--- src/sv/dcrc_pkg.sv ---
// Package: shared types, constants and CRC-16 step functions for the dual CRC checker.
package dcrc_pkg;

    localparam int unsigned BYTE_W = 8;
    localparam int unsigned CRC_W  = 16;

    localparam logic [CRC_W-1:0] CRC_POLY = 16'h8005;
    localparam logic [CRC_W-1:0] CRC_INIT = 16'h0000;

    // Result of one accepted byte, handed from the CRC engine to the result stage
    typedef struct packed {
        logic             fire;       // last byte accepted this cycle
        logic [CRC_W-1:0] fwd_crc;    // MSB-first CRC over the message
        logic [CRC_W-1:0] refl_crc;   // reflected-in, reflected-out CRC
        logic [CRC_W-1:0] reference;  // expected CRC sampled with the last byte
    } dcrc_step_t;

    // Eight MSB-first polynomial steps over one byte
    function automatic logic [CRC_W-1:0] crc16_byte(
        input logic [CRC_W-1:0]  rem,
        input logic [BYTE_W-1:0] data
    );
        logic [CRC_W-1:0] r;
        r = rem ^ {data, {(CRC_W-BYTE_W){1'b0}}};
        for (int i = 0; i < BYTE_W; i++) begin
            if (r[CRC_W-1]) begin
                r = {r[CRC_W-2:0], 1'b0} ^ CRC_POLY;
            end else begin
                r = {r[CRC_W-2:0], 1'b0};
            end
        end
        return r;
    endfunction

    // Bit reversal of a byte
    function automatic logic [BYTE_W-1:0] reverse8(input logic [BYTE_W-1:0] v);
        logic [BYTE_W-1:0] r;
        for (int i = 0; i < BYTE_W; i++) begin
            r[i] = v[BYTE_W-1-i];
        end
        return r;
    endfunction

    // Bit reversal of a 16-bit word
    function automatic logic [CRC_W-1:0] reverse16(input logic [CRC_W-1:0] v);
        logic [CRC_W-1:0] r;
        for (int i = 0; i < CRC_W; i++) begin
            r[i] = v[CRC_W-1-i];
        end
        return r;
    endfunction

endpackage

--- src/sv/dcrc_if.sv ---
// Interfaces: byte input channel and CRC result channel.
interface dcrc_msg_if;
    logic                          valid;
    logic                          ready;
    logic [dcrc_pkg::BYTE_W-1:0]   data_byte;
    logic                          last_byte;
    logic [dcrc_pkg::CRC_W-1:0]    reference_crc;

    modport source (output valid, output data_byte, output last_byte,
                    output reference_crc, input ready);
    modport sink   (input valid, input data_byte, input last_byte,
                    input reference_crc, output ready);
endinterface

interface dcrc_res_if;
    logic                          valid;
    logic                          ready;
    logic [dcrc_pkg::CRC_W-1:0]    crc_msb_first;
    logic [dcrc_pkg::CRC_W-1:0]    crc_reflected;
    logic                          ref_match;

    modport source (output valid, output crc_msb_first, output crc_reflected,
                    output ref_match, input ready);
    modport sink   (input valid, input crc_msb_first, input crc_reflected,
                    input ref_match, output ready);
endinterface

--- src/sv/dcrc_engine.sv ---
// CRC engine: holds both running remainders and advances them by one byte per transfer.
module dcrc_engine (
    input  logic                 clk,
    input  logic                 rst_n,
    dcrc_msg_if.sink             msg,
    input  logic                 slot_free,
    output dcrc_pkg::dcrc_step_t step
);
    import dcrc_pkg::*;

    logic [CRC_W-1:0] fwd_reg,  fwd_next;
    logic [CRC_W-1:0] refl_reg, refl_next;
    logic [CRC_W-1:0] fwd_upd,  refl_upd;
    logic             accept;

    // Byte is taken whenever the result slot can absorb a possible result
    assign msg.ready = slot_free;
    assign accept    = msg.valid && slot_free;

    // Both remainders advance by one byte; the second sees the byte reversed
    assign fwd_upd  = crc16_byte(fwd_reg, msg.data_byte);
    assign refl_upd = crc16_byte(refl_reg, reverse8(msg.data_byte));

    always_comb
    begin
        fwd_next  = fwd_reg;
        refl_next = refl_reg;
        if (accept) begin
            if (msg.last_byte) begin
                fwd_next  = CRC_INIT;
                refl_next = CRC_INIT;
            end else begin
                fwd_next  = fwd_upd;
                refl_next = refl_upd;
            end
        end
    end

    always_ff @(posedge clk or negedge rst_n)
    begin
        if (!rst_n) begin
            fwd_reg  <= CRC_INIT;
            refl_reg <= CRC_INIT;
        end else begin
            fwd_reg  <= fwd_next;
            refl_reg <= refl_next;
        end
    end

    // Finished message handed to the result stage
    assign step.fire      = accept && msg.last_byte;
    assign step.fwd_crc   = fwd_upd;
    assign step.refl_crc  = reverse16(refl_upd);
    assign step.reference = msg.reference_crc;

    // Remainders start afresh after every last byte
    a_clear_after_last: assert property (@(posedge clk) disable iff (!rst_n)
        accept && msg.last_byte |=> fwd_reg == CRC_INIT && refl_reg == CRC_INIT)
        else $error("remainders not cleared after last byte");

    // No transfer, no change of state
    a_hold_without_transfer: assert property (@(posedge clk) disable iff (!rst_n)
        !accept |=> $stable(fwd_reg) && $stable(refl_reg))
        else $error("remainder changed without a transfer");

    // A message byte that is not last advances the forward remainder
    a_advance: assert property (@(posedge clk) disable iff (!rst_n)
        accept && !msg.last_byte |=> fwd_reg == $past(fwd_upd))
        else $error("forward remainder did not advance");

endmodule

--- src/sv/dcrc_result.sv ---
// Result stage: compares against the reference and holds the result until it is taken.
module dcrc_result (
    input  logic                 clk,
    input  logic                 rst_n,
    input  dcrc_pkg::dcrc_step_t step,
    output logic                 slot_free,
    dcrc_res_if.source           res
);
    import dcrc_pkg::*;

    logic             valid_reg,  valid_next;
    logic [CRC_W-1:0] fwd_reg;
    logic [CRC_W-1:0] refl_reg;
    logic             match_reg;
    logic             match;

    // Slot is free when empty or being emptied this cycle
    assign slot_free = !valid_reg || res.ready;

    assign match = (step.fwd_crc == step.reference) || (step.refl_crc == step.reference);

    always_comb
    begin
        valid_next = valid_reg;
        if (step.fire) begin
            valid_next = 1'b1;
        end else if (res.ready) begin
            valid_next = 1'b0;
        end
    end

    always_ff @(posedge clk or negedge rst_n)
    begin
        if (!rst_n) begin
            valid_reg <= 1'b0;
        end else begin
            valid_reg <= valid_next;
        end
    end

    // Payload, loaded only with a finished message
    always_ff @(posedge clk)
    begin
        if (step.fire) begin
            fwd_reg   <= step.fwd_crc;
            refl_reg  <= step.refl_crc;
            match_reg <= match;
        end
    end

    assign res.valid         = valid_reg;
    assign res.crc_msb_first = fwd_reg;
    assign res.crc_reflected = refl_reg;
    assign res.ref_match     = match_reg;

    // A finished message is always presented next cycle
    a_fire_presents: assert property (@(posedge clk) disable iff (!rst_n)
        step.fire |=> valid_reg)
        else $error("result not presented after last byte");

    // A result is never overwritten while still waiting
    a_no_overwrite: assert property (@(posedge clk) disable iff (!rst_n)
        step.fire |-> slot_free)
        else $error("result overwritten before transfer");

    // Slot only empties through a transfer
    a_empty_by_transfer: assert property (@(posedge clk) disable iff (!rst_n)
        $fell(valid_reg) |-> $past(res.ready))
        else $error("result dropped without a transfer");

endmodule

--- src/sv/dual_crc16_8005_check.sv ---
// Top level: dual CRC-16 (poly 0x8005) message checker, BUYPASS and ARC side by side.
//
//   channel  | dir | payload                                         | transfer
//   msg      | in  | data_byte[7:0], last_byte, reference_crc[15:0] | one message byte
//   result   | out | crc_msb_first[15:0], crc_reflected[15:0],      | one per message,
//            |     | ref_match                                       | after last byte
//
// One byte per cycle while msg.ready is high; the eight CRC bit steps per byte sit
// between the remainder and result registers; the result appears in the cycle after
// the last byte. Reset clears both remainders and empties the result register.
// msg.ready is low only while a result waits and result.ready is low; a held result
// does not block bytes once it is being taken in the same cycle.
module dual_crc16_8005_check (
    input  logic       clk,
    input  logic       rst_n,
    dcrc_msg_if.sink   msg,
    dcrc_res_if.source result
);
    import dcrc_pkg::*;

    dcrc_step_t step;
    logic       slot_free;

    // Running remainders
    dcrc_engine u_engine (
        .clk       (clk),
        .rst_n     (rst_n),
        .msg       (msg),
        .slot_free (slot_free),
        .step      (step)
    );

    // Reference compare and result register
    dcrc_result u_result (
        .clk       (clk),
        .rst_n     (rst_n),
        .step      (step),
        .slot_free (slot_free),
        .res       (result)
    );

endmodule

--- src/flat_wrapper.sv ---
// flat-port wrapper written by rule: the top's interface ports become plain ports
module dual_crc16_8005_check_flat import dcrc_pkg::*;
  (clk, rst_n, msg_valid, msg_data_byte, msg_last_byte, msg_reference_crc, msg_ready, result_valid, result_crc_msb_first, result_crc_reflected, result_ref_match, result_ready);
  dcrc_msg_if msg_i ();
  dcrc_res_if result_i ();
  input  logic clk;
  input  logic rst_n;
  input wire logic [$bits(msg_i.valid)-1:0] msg_valid;
  input wire logic [$bits(msg_i.data_byte)-1:0] msg_data_byte;
  input wire logic [$bits(msg_i.last_byte)-1:0] msg_last_byte;
  input wire logic [$bits(msg_i.reference_crc)-1:0] msg_reference_crc;
  output wire logic [$bits(msg_i.ready)-1:0] msg_ready;
  output wire logic [$bits(result_i.valid)-1:0] result_valid;
  output wire logic [$bits(result_i.crc_msb_first)-1:0] result_crc_msb_first;
  output wire logic [$bits(result_i.crc_reflected)-1:0] result_crc_reflected;
  output wire logic [$bits(result_i.ref_match)-1:0] result_ref_match;
  input wire logic [$bits(result_i.ready)-1:0] result_ready;
  assign msg_i.valid = msg_valid;
  assign msg_i.data_byte = msg_data_byte;
  assign msg_i.last_byte = msg_last_byte;
  assign msg_i.reference_crc = msg_reference_crc;
  assign msg_ready = msg_i.ready;
  assign result_valid = result_i.valid;
  assign result_crc_msb_first = result_i.crc_msb_first;
  assign result_crc_reflected = result_i.crc_reflected;
  assign result_ref_match = result_i.ref_match;
  assign result_i.ready = result_ready;
  dual_crc16_8005_check u_core (.clk(clk), .rst_n(rst_n), .msg(msg_i), .result(result_i));
endmodule
--- config.mk ---
export PLATFORM = sky130hd
export DESIGN_NAME = dual_crc16_8005_check_flat
export DESIGN_NICKNAME = d
export VERILOG_FILES = /design/src/sv/dcrc_pkg.sv /design/src/sv/dcrc_if.sv /design/src/sv/dcrc_engine.sv /design/src/sv/dcrc_result.sv /design/src/sv/dual_crc16_8005_check.sv /design/src/flat_wrapper.sv
export SDC_FILE = /design/constraint.sdc
export NUM_CORES = 1
export LEC_CHECK = 0
export ABC_CLOCK_PERIOD_IN_PS = 2850
export BUFFER_PORTS_ARGS = -buffer_cell sky130_fd_sc_hd__buf_2
export CORE_ASPECT_RATIO = 1.1
export CORE_UTILIZATION = 50
export DETAILED_ROUTE_END_ITERATION = 10
export PLACE_DENSITY = 0.73
export SYNTH_ARGS = -nofsm -noshare
export SYNTH_HDL_FRONTEND = slang
export SYNTH_HIERARCHICAL = 1
export SYNTH_SLANG_ARGS = --single-unit
--- constraint.sdc ---
create_clock -name clk -period 2.85 [get_ports clk]
set_input_delay 0.1425 -clock clk [delete_from_list [all_inputs] [get_ports clk]]
set_output_delay 0.1425 -clock clk [all_outputs]
set_load 0.02 [all_outputs]
==> PnR_summary.wiki, run 1 <==
{| class="wikitable"
! Metric !! Value
|-
| Outcome || complete, no violations
|-
| Slew at the pin closest to its max-slew limit || approximately 0.76 ns
|-
| Worst VDD drop || 0.4596 mV
|-
| Area added between synthesis and finish || 12.05%
|-
| Gate power share || between 40% and 50%
|-
| Critical Setup Path Class || reg -> reg
|-
| Worst Skew || between 0.007 and 0.008 ns
|-
| Layout cells sized above 1 || 32.55%
|-
| Cell accounting for the most synthesized area || sky130_fd_sc_hd__edfxtp_1
|-
| Synth async-reset ratio || approximately 50%
|-
| First-pass GRT wire length || around 11 mm
|-
| First DRT Iteration DRCs || between 100 and 150
|-
| Synth warnings || 6
|-
| Number of antenna diodes || 0
|-
| Via-to-Cell Ratio || approximately 5.2
|-
| Synthesized area divided by synthesized cell count || 13.37 um^2
|-
| Area fraction of the dominant cell type after synthesis || 30.01%
|-
| Residual antenna-violating net count after detailed routing || 0
|-
| Netlist area before placement || approximately 0.0033 mm^2
|-
| Floorplan die width || approximately 80 um
|-
| CTS root buffer || sky130_fd_sc_hd__clkbuf_8
|-
| Worst Path Max Fanout || 4
|-
| Worst endpoint required time || just over 3 ns
|-
| Height of the chip || between 80 and 90 um
|-
| Clock-pin slew reported for the worst setup and hold paths after clock tree synthesis || about 0.070 ns
|-
| Number of input and output port buffers inserted || 63
|-
| Utilization after layout || 59.02%
|-
| Antenna violations before repair || 0
|-
| NumNets Final || about 320
|-
| Count of different cell masters after synthesis || 21
|-
| Routed WL || 6.936 mm
|-
| Top FF cell, synth || sky130_fd_sc_hd__edfxtp_1
|-
| Number of remaining DRC errors || 0
|-
| RePlAce Congestion || 0.8738
|-
| Max Transition Viols Final || 0
|-
| Portion of total power attributed to the clock network || approximately 18%
|-
| Setup Fix Bufs, Post-CTS || 0
|-
| Pin count of the biggest net entering global routing || 44
|-
| Fraction of power spent switching nets || roughly two fifths
|-
| Total clock sinks || 66
|-
| Post-Syn Instances || about 250
|-
| Minimum clock period || around 2.7 ns
|-
| Post-Synthesis Net Count || approximately 280
|-
| Clock latency on the worst-skew pair || around 0.34 ns
|-
| Unrepaired setup endpoints after global routing || no
|-
| Arrival time at the worst endpoint || around 2.9 ns
|-
| Critical Path Start Type || flop
|-
| Sequential fraction of design power || 36.8%
|-
| Wire length on met1 || 3.051 mm
|-
| Routed length on met2 || 3.354 mm
|-
| Pint || ~2.5 mW
|-
| Top metal layer carrying routed signals || met4
|-
| Endpoint type of the worst setup path || flop
|-
| Cell row count || 30
|-
| Period utilization || roughly 94%
|-
| CTS tree || built
|-
| Number of buffers inserted during clock tree synthesis || 9
|-
| Seq/Total Area, Yosys || a little under three fifths
|-
| Max-slew headroom || around half
|-
| Number of failing setup endpoints in the final timing report || 0
|-
| Hold Path Class || in -> reg
|-
| Fill cell total of the finished layout || roughly 500
|-
| Grt ovf || 0
|-
| Setup TNS || 0 ns
|-
| Net switching component of the power || about 1.6 mW
|-
| Number of global-route vias before repair || 1980
|-
| Maximum level of the CTS H-tree || 3
|-
| Leakage power || between 1.5 and 2 nW
|-
| Areal power density over the cells || 1117 mW/mm^2
|-
| Most used standard cell by instance count after synthesis || sky130_fd_sc_hd__xor2_1
|-
| Post-detailed-route wirelength per cell || 18.35 um
|-
| Via total after detailed routing || roughly 2000
|-
| Number of hold-slack violations in the final timing report || 0
|-
| Bufs on Longest Clock Path || 2
|-
| Initial DRT Pass Iterations || 4
|-
| Slack of the worst reg-to-reg path || about 0.19 ns
|-
| Estimated wirelength of the detail-placed design || about 5 mm
|-
| Cell types with the largest area share after synthesis || sky130_fd_sc_hd__edfxtp_1 (30%), sky130_fd_sc_hd__dfrtp_1 (25%), sky130_fd_sc_hd__xor2_1 (11%), sky130_fd_sc_hd__xnor2_1 (6.9%), sky130_fd_sc_hd__buf_4 (6.1%)
|-
| Storage element area || roughly 0.0018 mm^2
|-
| EDFF count, synth || 33
|-
| Flops & latches, synth || between 60 and 70
|-
| # IOs || 64
|-
| Least setup slack across all paths after layout || around 0.19 ns
|-
| Most numerous cell types in the synthesized netlist || sky130_fd_sc_hd__xor2_1 (42), sky130_fd_sc_hd__dfrtp_1 (33), sky130_fd_sc_hd__edfxtp_1 (33)
|-
| Pre-CTS setup slack || ~0.22 ns
|-
| Die outline area || around 0.0069 mm^2
|-
| Routed length on met3 || 345 um
|-
| FMAX || between 300 and 400 MHz
|-
| Reported max-cap violation count || 0
|-
| Effective utilization at floorplan || between 50% and 60%
|-
| Area of the core || about 0.0063 mm^2
|-
| Overall global routing resource usage || 22.08%
|-
| Area taken by multi-input logic gates || roughly 0.0012 mm^2
|}
-- path summary, 6_finish.rpt --
| check | from | to | depth (start not counted) |
|---|---|---|---|
| max | u_core/u_engine/fwd_reg[13] | u_core/u_result/res.ref_match | 8 |
| min in group asynchronous | rst_n | u_core/u_result/res.valid | 2 |
| max in group asynchronous | rst_n | u_core/u_engine/refl_reg[0] | 2 |
| min | result_ready | u_core/u_result/res.valid | 3 |
| min reg2reg | u_core/u_engine/fwd_reg[14] | u_core/u_engine/fwd_reg[14] | 2 |
| max reg2reg | u_core/u_engine/fwd_reg[13] | u_core/u_result/res.ref_match | 8 |
-- logic make-up (layout without fill, tap and decap cells) --
kind of cell	count (synthesis)	in the layout	share of synthesized area, %
XOR/XNOR	79	79	23.91
AND/OR/NAND/NOR	36	36	6.101
AO/OA/AOI/OAI	32	32	7.427
buffers and inverters	34	85	7.541
flip-flops	66	66	55.02
-- stage by stage --
step / cells / total power, mW / area, um^2 / hold WS (ns)
5_1_grt: 378 / 4.339 / 3700 / 0.1739
6_report: 378 / 4.133 / 3700 / 0.1512
4_1_cts: 378 / 4.145 / 3700 / 0.1397
3_5_place_dp: 361 / 3.397 / 3506 / 0.2548
3_3_place_gp: 361 / 3.344 / 3506 / 0.2539
2_1_floorplan: 247 / 2.971 / 3302 / -0.1531
-- critical path: stages (launching register included) --
cell	delay [ns]
sky130_fd_sc_hd__dfrtp_1	0.40
sky130_fd_sc_hd__xor2_1	0.17
sky130_fd_sc_hd__xnor2_1	0.42
sky130_fd_sc_hd__xnor3_2	0.57
sky130_fd_sc_hd__xor2_1	0.30
sky130_fd_sc_hd__xor2_1	0.11
sky130_fd_sc_hd__nor4_1	0.30
sky130_fd_sc_hd__nand4_1	0.17
sky130_fd_sc_hd__nand2_1	0.10
-- power groups by stage --
stage	sequential (mW)	combinational, mW	clock (mW)
4_1_cts	1.52	1.87	0.754
5_1_grt	1.55	2.00	0.790
3_3_place_gp	1.53	1.81	0
6_report	1.52	1.87	0.742
2_1_floorplan	1.61	1.36	0
3_5_place_dp	1.54	1.86	0
-- per-layer routing --
layer	global-route usage [%]	vias to the layer above
met5	0	-
met3	4.712	14
met2	34.03	73
met1	29.24	955
met4	11.74	0
li1	-	921
-- what timing repair did --
action | CTS | global route
gates resized for setup | 0 | 0
hold endpoints to repair | 33 | 0
hold buffers | 1 | 0
-- cell type report --
cell class | count | share of cell area, %
flip-flops and latches | 66 | 49.10
multi-input cells | 147 | 33.41
repair buffers | 69 | 9.807
clock buffers | 9 | 3.348
well taps | 80 | 2.705
clock inverters | 7 | 1.623
-- cells in the final DEF (no fill, tap or decap), types with 3 or more instances in the layout --
master,n
sky130_fd_sc_hd__buf_2,63
sky130_fd_sc_hd__xnor2_1,26
sky130_fd_sc_hd__nand2_1,11
sky130_fd_sc_hd__dfrtp_1,33
sky130_fd_sc_hd__o21ai_0,10
sky130_fd_sc_hd__edfxtp_1,33
sky130_fd_sc_hd__clkinv_2,3
sky130_fd_sc_hd__xor2_1,42
sky130_fd_sc_hd__xnor2_2,8
sky130_fd_sc_hd__nand2b_1,12
sky130_fd_sc_hd__clkbuf_8,9
sky130_fd_sc_hd__a22o_1,20
sky130_fd_sc_hd__buf_4,5
sky130_fd_sc_hd__nor4_1,7
(Power assumes the default switching activity.)
==> run 2, diff against run 1 <==
Settings changed: BUFFER_PORTS_ARGS -buffer_cell sky130_fd_sc_hd__buf_2 to -buffer_cell sky130_fd_sc_hd__clkbuf_2.
==> run 2 against run 1 <==
Net effect: utilization is 0.22 points lower; largest cell class unchanged; power is 1.7% lower; fmax is 0.13% lower; routed wire length is 1.8% higher; setup slack worse by 0.0035 ns; worst hold slack worse by 0.0046 ns; clock power is 9.6% lower; register-to-register slack hardly changed.
==> PnR_summary.wiki, run 2 (synthesis gave the netlist of run 1 again) <==
{| class="wikitable"
! Metric !! Value
|-
| Worst path slowest cell || sky130_fd_sc_hd__xnor3_2
|-
| Cell row count || 30
|-
| Overall power || 4.062 mW
|-
| Worst endpoint required time || slightly above 3 ns
|-
| Outcome || complete, no violations
|-
| Estimated wirelength of the detail-placed design || 5.202 mm
|-
| Delay contributed by the slowest stage of the critical path || 0.55 ns
|-
| Floorplan die width || approximately 79 um
|-
| Maximum level of the CTS H-tree || 3
|-
| Number of hold-slack violations in the final timing report || 0
|-
| Die outline area || ~0.0069 mm^2
|-
| Number of antenna diodes || 0
|-
| Endpoint type of the worst setup path || flop
|-
| Arrival time at the worst endpoint || just under 3 ns
|-
| Initial DRT Pass Iterations || 5
|-
| Min-Delay Path Depth || 3
|-
| Bufs on Longest Clock Path || 2
|-
| Number of global-route vias before repair || 1977
|-
| CTS root buffer || sky130_fd_sc_hd__clkbuf_8
|-
| Count of cells along the worst register-to-register path || 8
|-
| Slack of the worst reg-to-reg path || approximately 0.18 ns
|-
| Number of remaining DRC errors || 0
|-
| Leakage power || between 1.5 and 2 nW
|-
| Critical R2R Capture || u_core/u_result/res.ref_match
|-
| Max-slew headroom || around 43%
|-
| Number of failing setup endpoints in the final timing report || 0
|-
| Routed WL || ~7.1 mm
|-
| Setup TNS || 0 ns
|-
| Post-detailed-route wirelength per cell || between 15 and 20 um
|-
| Worst Skew || roughly 0.0085 ns
|-
| Minimum clock period || roughly 2.7 ns
|-
| Total clock sinks || 66
|-
| Most common cell type on the critical path || sky130_fd_sc_hd__xor2_1
|-
| Number of input and output port buffers inserted || 63
|-
| Areal power density over the cells || ~1100 mW/mm^2
|-
| Setup Fix Bufs, Post-CTS || 0
|-
| Clock latency on the worst-skew pair || about 0.35 ns
|-
| # IOs || 64
|-
| CTS tree || built
|-
| NumNets Final || 322
|-
| Residual antenna-violating net count after detailed routing || 0
|-
| Worst Path Max Fanout || 4
|-
| Height of the chip || around 87 um
|-
| Fill cell total of the finished layout || between 500 and 600
|-
| Layout cells sized above 1 || between 30% and 40%
|-
| Antenna violations before repair || 0
|-
| Number of buffers inserted during clock tree synthesis || 9
|-
| First-pass GRT wire length || approximately 11 mm
|-
| Area added between synthesis and finish || 11.63%
|-
| Via-to-Cell Ratio || approximately 5.3
|-
| Grt ovf || 0
|-
| Reported max-cap violation count || 0
|-
| Slew at the pin closest to its max-slew limit || about 0.85 ns
|-
| Pin count of the biggest net entering global routing || 44
|-
| Leading cell type in the layout, fill and taps excluded || sky130_fd_sc_hd__clkbuf_2
|-
| First DRT Iteration DRCs || 203
|-
| Area of the core || about 0.0063 mm^2
|-
| Hold Path Class || in -> reg
|-
| Series of cell instances along the critical path || xor2_1 > xnor2_2 > xnor3_2 > xor2_1 > xor2_1 > nor4_1 > nand4_1 > nand2_1
|-
| Worst VDD drop || approximately 0.41 mV
|-
| Via total after detailed routing || between 1500 and 2000
|-
| FMAX || 374.8 MHz
|-
| Clock-pin slew reported for the worst setup and hold paths after clock tree synthesis || around 0.070 ns
|-
| Critical Path Start Type || flop
|-
| Unrepaired setup endpoints after global routing || no
|-
| Hold worst-path end || u_core/u_result/res.valid
|-
| Max Transition Viols Final || 0
|-
| Launch instance of the worst min-delay path || result_ready
|-
| Effective utilization at floorplan || between 50% and 60%
|-
| Period utilization || between 90% and 100%
|-
| Worst flop-to-flop path startpoint || u_core/u_engine/fwd_reg[13]
|-
| Commonest non-fill, non-tap cells in the layout || sky130_fd_sc_hd__clkbuf_2 (63), sky130_fd_sc_hd__xor2_1 (42), sky130_fd_sc_hd__dfrtp_1 (33), sky130_fd_sc_hd__edfxtp_1 (33), sky130_fd_sc_hd__xnor2_1 (25)
|-
| Overall global routing resource usage || a little under a quarter
|-
| RePlAce Congestion || about 0.85
|-
| Critical Setup Path Class || reg -> reg
|}
run 2: final cells by class:
class | instances | area [um^2] | area share (%)
Sequential cell | 66 | 1817 | 49.29
Multi-Input combinational cell | 147 | 1244 | 33.74
Timing Repair Buffer | 69 | 362.8 | 9.844
Clock buffer | 11 | 131.4 | 3.564
Tap cell | 80 | 100.1 | 2.716
Clock inverter | 5 | 31.28 | 0.8486
run 2: worst max-delay path by stage:
stage	slack (ns)	endpoint	startpoint	cells after the start
final	0.18	u_core/u_result/res.ref_match	u_core/u_engine/fwd_reg[13]	8
after global routing	0.06	u_core/u_result/res.ref_match	u_core/u_engine/fwd_reg[13]	8
after CTS	0.12	u_core/u_result/res.ref_match	u_core/u_engine/fwd_reg[13]	8
after detailed placement	0.15	u_core/u_result/res.ref_match	u_core/u_engine/fwd_reg[13]	8
after global placement	0.1	u_core/u_result/res.ref_match	u_core/u_engine/fwd_reg[13]	8
after floorplan	0.59	u_core/u_result/res.ref_match	u_core/u_engine/fwd_reg[13]	8
run 2: critical path, delay by kind of cell, from the launching register on:
family	cells	cell delay [ns]
XOR/XNOR	5	1.58
AND/OR/NAND/NOR	3	0.55
flip-flops	1	0.42
run 2: per-stage QoR:
stage                     instances  util (%)  hold slack (ns)  instance area, um^2  setup WS, ns
after floorplan                 247         -          -0.1531                 3302        0.5866
after global placement          361     55.93           0.2791                 3506       0.09646
after detailed placement        361     55.93           0.2892                 3506        0.1468
after CTS                       378     58.68           0.1321                 3679        0.1205
after global routing            378     58.80           0.1511                 3686       0.05661
final                           378     58.80           0.1466                 3686        0.1817
run 2: power by group:
part / internal, mW / switching, mW / total [mW] / leakage (nW)
clock network: 0.313 / 0.358 / 0.671 / 0.0831
logic: 0.802 / 1.05 / 1.86 / 0.784
registers: 1.35 / 0.180 / 1.53 / 0.745
total: 2.47 / 1.59 / 4.06 / 1.61
run 2: repair_timing:
action,4_1_cts,5_1_grt
setup endpoints to repair,0,1
resized for setup,0,1
hold buffers,1,0
hold endpoints to repair,33,0
run 2: per-layer routing:
metal / global-route usage, % / vias to the layer above / routed length, um
li1: - / 921 / -
met3: 5.131 / 11 / 363
met2: 35.28 / 70 / 3491
met5: 0 / - / 0
met1: 30.08 / 985 / 3088
met4: 9.752 / 0 / 121
==> run 3, diff against run 2 <==
Settings changed: PLACE_DENSITY 0.73 to 0.78.
==> run 3 against run 2 <==
Net effect: critical path depth unchanged; sequential share of layout area increased by 0.29 points; power shrank 1.0%; routed wire length fell by 5.9%; final cell count is 0.53% lower; via count shrank 2.4%; fmax down 0.22%; die area unchanged; clock skew decreased by 0.0040 ns; critical path type unchanged; critical endpoint unchanged.
==> PnR_summary.wiki, run 3 (synthesis gave the netlist of run 1 again) <==
{| class="wikitable"
! Metric !! Value
|-
| Outcome || complete, no violations
|-
| Top Family by Delay on Critical Path || XOR/XNOR gates
|-
| First-pass GRT wire length || a little over 10 mm
|-
| RePlAce Congestion || between 0.8 and 0.9
|-
| Estimated wirelength of the detail-placed design || 4.861 mm
|-
| Minimum clock period || approximately 2.7 ns
|-
| FMAX || approximately 370 MHz
|-
| Storage element area || approximately 0.0018 mm^2
|-
| Initial DRT Pass Iterations || 4
|-
| Residual antenna-violating net count after detailed routing || 0
|-
| Area taken by multi-input logic gates || roughly 0.0012 mm^2
|-
| Worst endpoint required time || ~3.1 ns
|-
| Overall global routing resource usage || roughly a fifth
|-
| Setup Fix Bufs, Post-CTS || 0
|-
| First DRT Iteration DRCs || 174
|-
| Grt ovf || 0
|-
| Antenna violations before repair || 0
|-
| Leading cell type in the layout, fill and taps excluded || sky130_fd_sc_hd__clkbuf_2
|-
| Delay contributed by the slowest stage of the critical path || roughly 0.56 ns
|-
| Areal power density over the cells || roughly 1100 mW/mm^2
|-
| Bufs on Longest Clock Path || 2
|-
| Number of antenna diodes || 0
|-
| Period utilization || a little over nine tenths
|-
| Leakage power || between 1.5 and 2 nW
|-
| NumNets Final || 320
|-
| Utilization after layout || 58.46%
|-
| Effective utilization at floorplan || a little over half
|-
| Reported max-cap violation count || 0
|-
| Commonest non-fill, non-tap cells in the layout || sky130_fd_sc_hd__clkbuf_2 (63), sky130_fd_sc_hd__xor2_1 (42), sky130_fd_sc_hd__dfrtp_1 (33), sky130_fd_sc_hd__edfxtp_1 (33), sky130_fd_sc_hd__xnor2_1 (26)
|-
| Placed cell count || 359
|-
| Series of cell instances along the critical path || xnor2_1 > xnor2_1 > xnor3_2 > xor2_1 > xor2_1 > nor4_1 > nand4_1 > nand2_1
|-
| Worst Skew || around 0.0046 ns
|-
| Least setup slack across all paths after layout || approximately 0.18 ns
|-
| Fill cell total of the finished layout || 501
|-
| Max-slew headroom || approximately 44%
|-
| Number of hold-slack violations in the final timing report || 0
|-
| Worst hold slack || about 0.14 ns
|-
| Via-to-Cell Ratio || 5.160
|-
| Total clock sinks || between 60 and 70
|-
| Worst path slowest cell || sky130_fd_sc_hd__xnor3_2
|-
| Count of placed standard cells in the final layout, fillers left out || roughly 380
|-
| Worst Path Max Fanout || 4
|-
| Pin count of the biggest net entering global routing || 44
|-
| Clock latency on the worst-skew pair || 0.34 ns
|-
| Number of remaining DRC errors || 0
|-
| Hold Path Class || in -> reg
|-
| Layout cells sized above 1 || between 30% and 40%
|-
| Area added between synthesis and finish || 10.99%
|-
| # IOs || 64
|-
| Die outline area || approximately 0.0069 mm^2
|-
| Pre-CTS setup slack || approximately 0.17 ns
|-
| Number of input and output port buffers inserted || between 60 and 70
|-
| Number of failing setup endpoints in the final timing report || 0
|-
| Unrepaired setup endpoints after global routing || no
|-
| Arrival time at the worst endpoint || 2.88 ns
|-
| CTS tree || built
|-
| Setup TNS || 0 ns
|-
| Floorplan die width || around 79 um
|-
| Cell row count || 30
|-
| Post-detailed-route wirelength per cell || about 18 um
|-
| Critical Setup Path Class || reg -> reg
|-
| Maximum level of the CTS H-tree || 3
|-
| Number of buffers inserted during clock tree synthesis || 9
|-
| CTS root buffer || sky130_fd_sc_hd__clkbuf_8
|-
| Routed WL || 6.644 mm
|-
| Worst VDD drop || between 0.4 and 0.5 mV
|-
| Max Transition Viols Final || 0
|-
| Number of global-route vias before repair || about 1800
|-
| Clock-pin slew reported for the worst setup and hold paths after clock tree synthesis || 0.07 ns
|-
| Area of the core || roughly 0.0063 mm^2
|-
| Via total after detailed routing || slightly below 2000
|-
| Endpoint type of the worst setup path || flop
|-
| Slew at the pin closest to its max-slew limit || between 0.8 and 0.9 ns
|-
| Buf+Inv Stages, Crit Path || 0
|-
| Critical Path Start Type || flop
|-
| Height of the chip || approximately 87 um
|}
## run 3: cell count changes in the layout (fill, tap and decap cells not counted)
cell                         change
sky130_fd_sc_hd__clkbuf_8        +1
sky130_fd_sc_hd__clkbuf_1        +1
sky130_fd_sc_hd__clkinv_4        -1
sky130_fd_sc_hd__xnor2_2         -1
sky130_fd_sc_hd__xnor2_1         +1
sky130_fd_sc_hd__clkinvlp_4      -1
sky130_fd_sc_hd__buf_4           -2
## run 3: layout make-up
| class | count | area share, % |
|---|---|---|
| Clock inverter | 3 | 0.4097 |
| Sequential cell | 66 | 49.57 |
| Clock buffer | 13 | 4.063 |
| Multi-Input combinational cell | 147 | 33.73 |
| Tap cell | 80 | 2.731 |
| Timing Repair Buffer | 67 | 9.491 |
## run 3: worst paths after layout
check	startpoint	endpoint	slack [ns]	depth (start not counted)
setup / recovery	u_core/u_engine/fwd_reg[12]	u_core/u_result/res.ref_match	0.18	8
hold / removal	result_ready	u_core/u_result/res.valid	0.14	3
setup reg to reg	u_core/u_engine/fwd_reg[12]	u_core/u_result/res.ref_match	0.18	8
hold reg to reg	u_core/u_engine/fwd_reg[13]	u_core/u_engine/fwd_reg[13]	0.51	2
max in group asynchronous	rst_n	u_core/u_engine/refl_reg[7]	1.89	2
min in group asynchronous	rst_n	u_core/u_result/res.valid	0.44	2
## run 3: layer usage
metal	up-vias	part of all wire (%)	GRT usage, %
met5	-	0	0
met4	0	1.4	8.926
met3	6	6.6	4.607
li1	913	-	-
met1	943	43	29.91
met2	78	49	32.25
## run 3: through the flow
step / area [um^2] / power [mW]
2_1_floorplan: 3302 / 2.971
3_3_place_gp: 3491 / 3.313
3_5_place_dp: 3491 / 3.354
4_1_cts: 3665 / 4.035
5_1_grt: 3665 / 4.251
6_report: 3665 / 4.020
## run 3: what timing repair did
action,CTS,global route
gates resized for setup,0,0
hold endpoints to repair,33,0
hold buffers,1,0
## run 3: report_power, final
part | total [mW] | leakage [nW] | switching, mW | internal (mW)
clock | 0.670 | 0.0872 | 0.334 | 0.336
sequential | 1.53 | 0.745 | 0.171 | 1.36
combinational | 1.82 | 0.769 | 1.04 | 0.782
total | 4.02 | 1.60 | 1.55 | 2.47
## run 3: worst min-delay path: stages
cell and delay [ns]:
sky130_fd_sc_hd__clkbuf_2 0.07, sky130_fd_sc_hd__nand2b_1 0.16, sky130_fd_sc_hd__nand2b_1 0.07
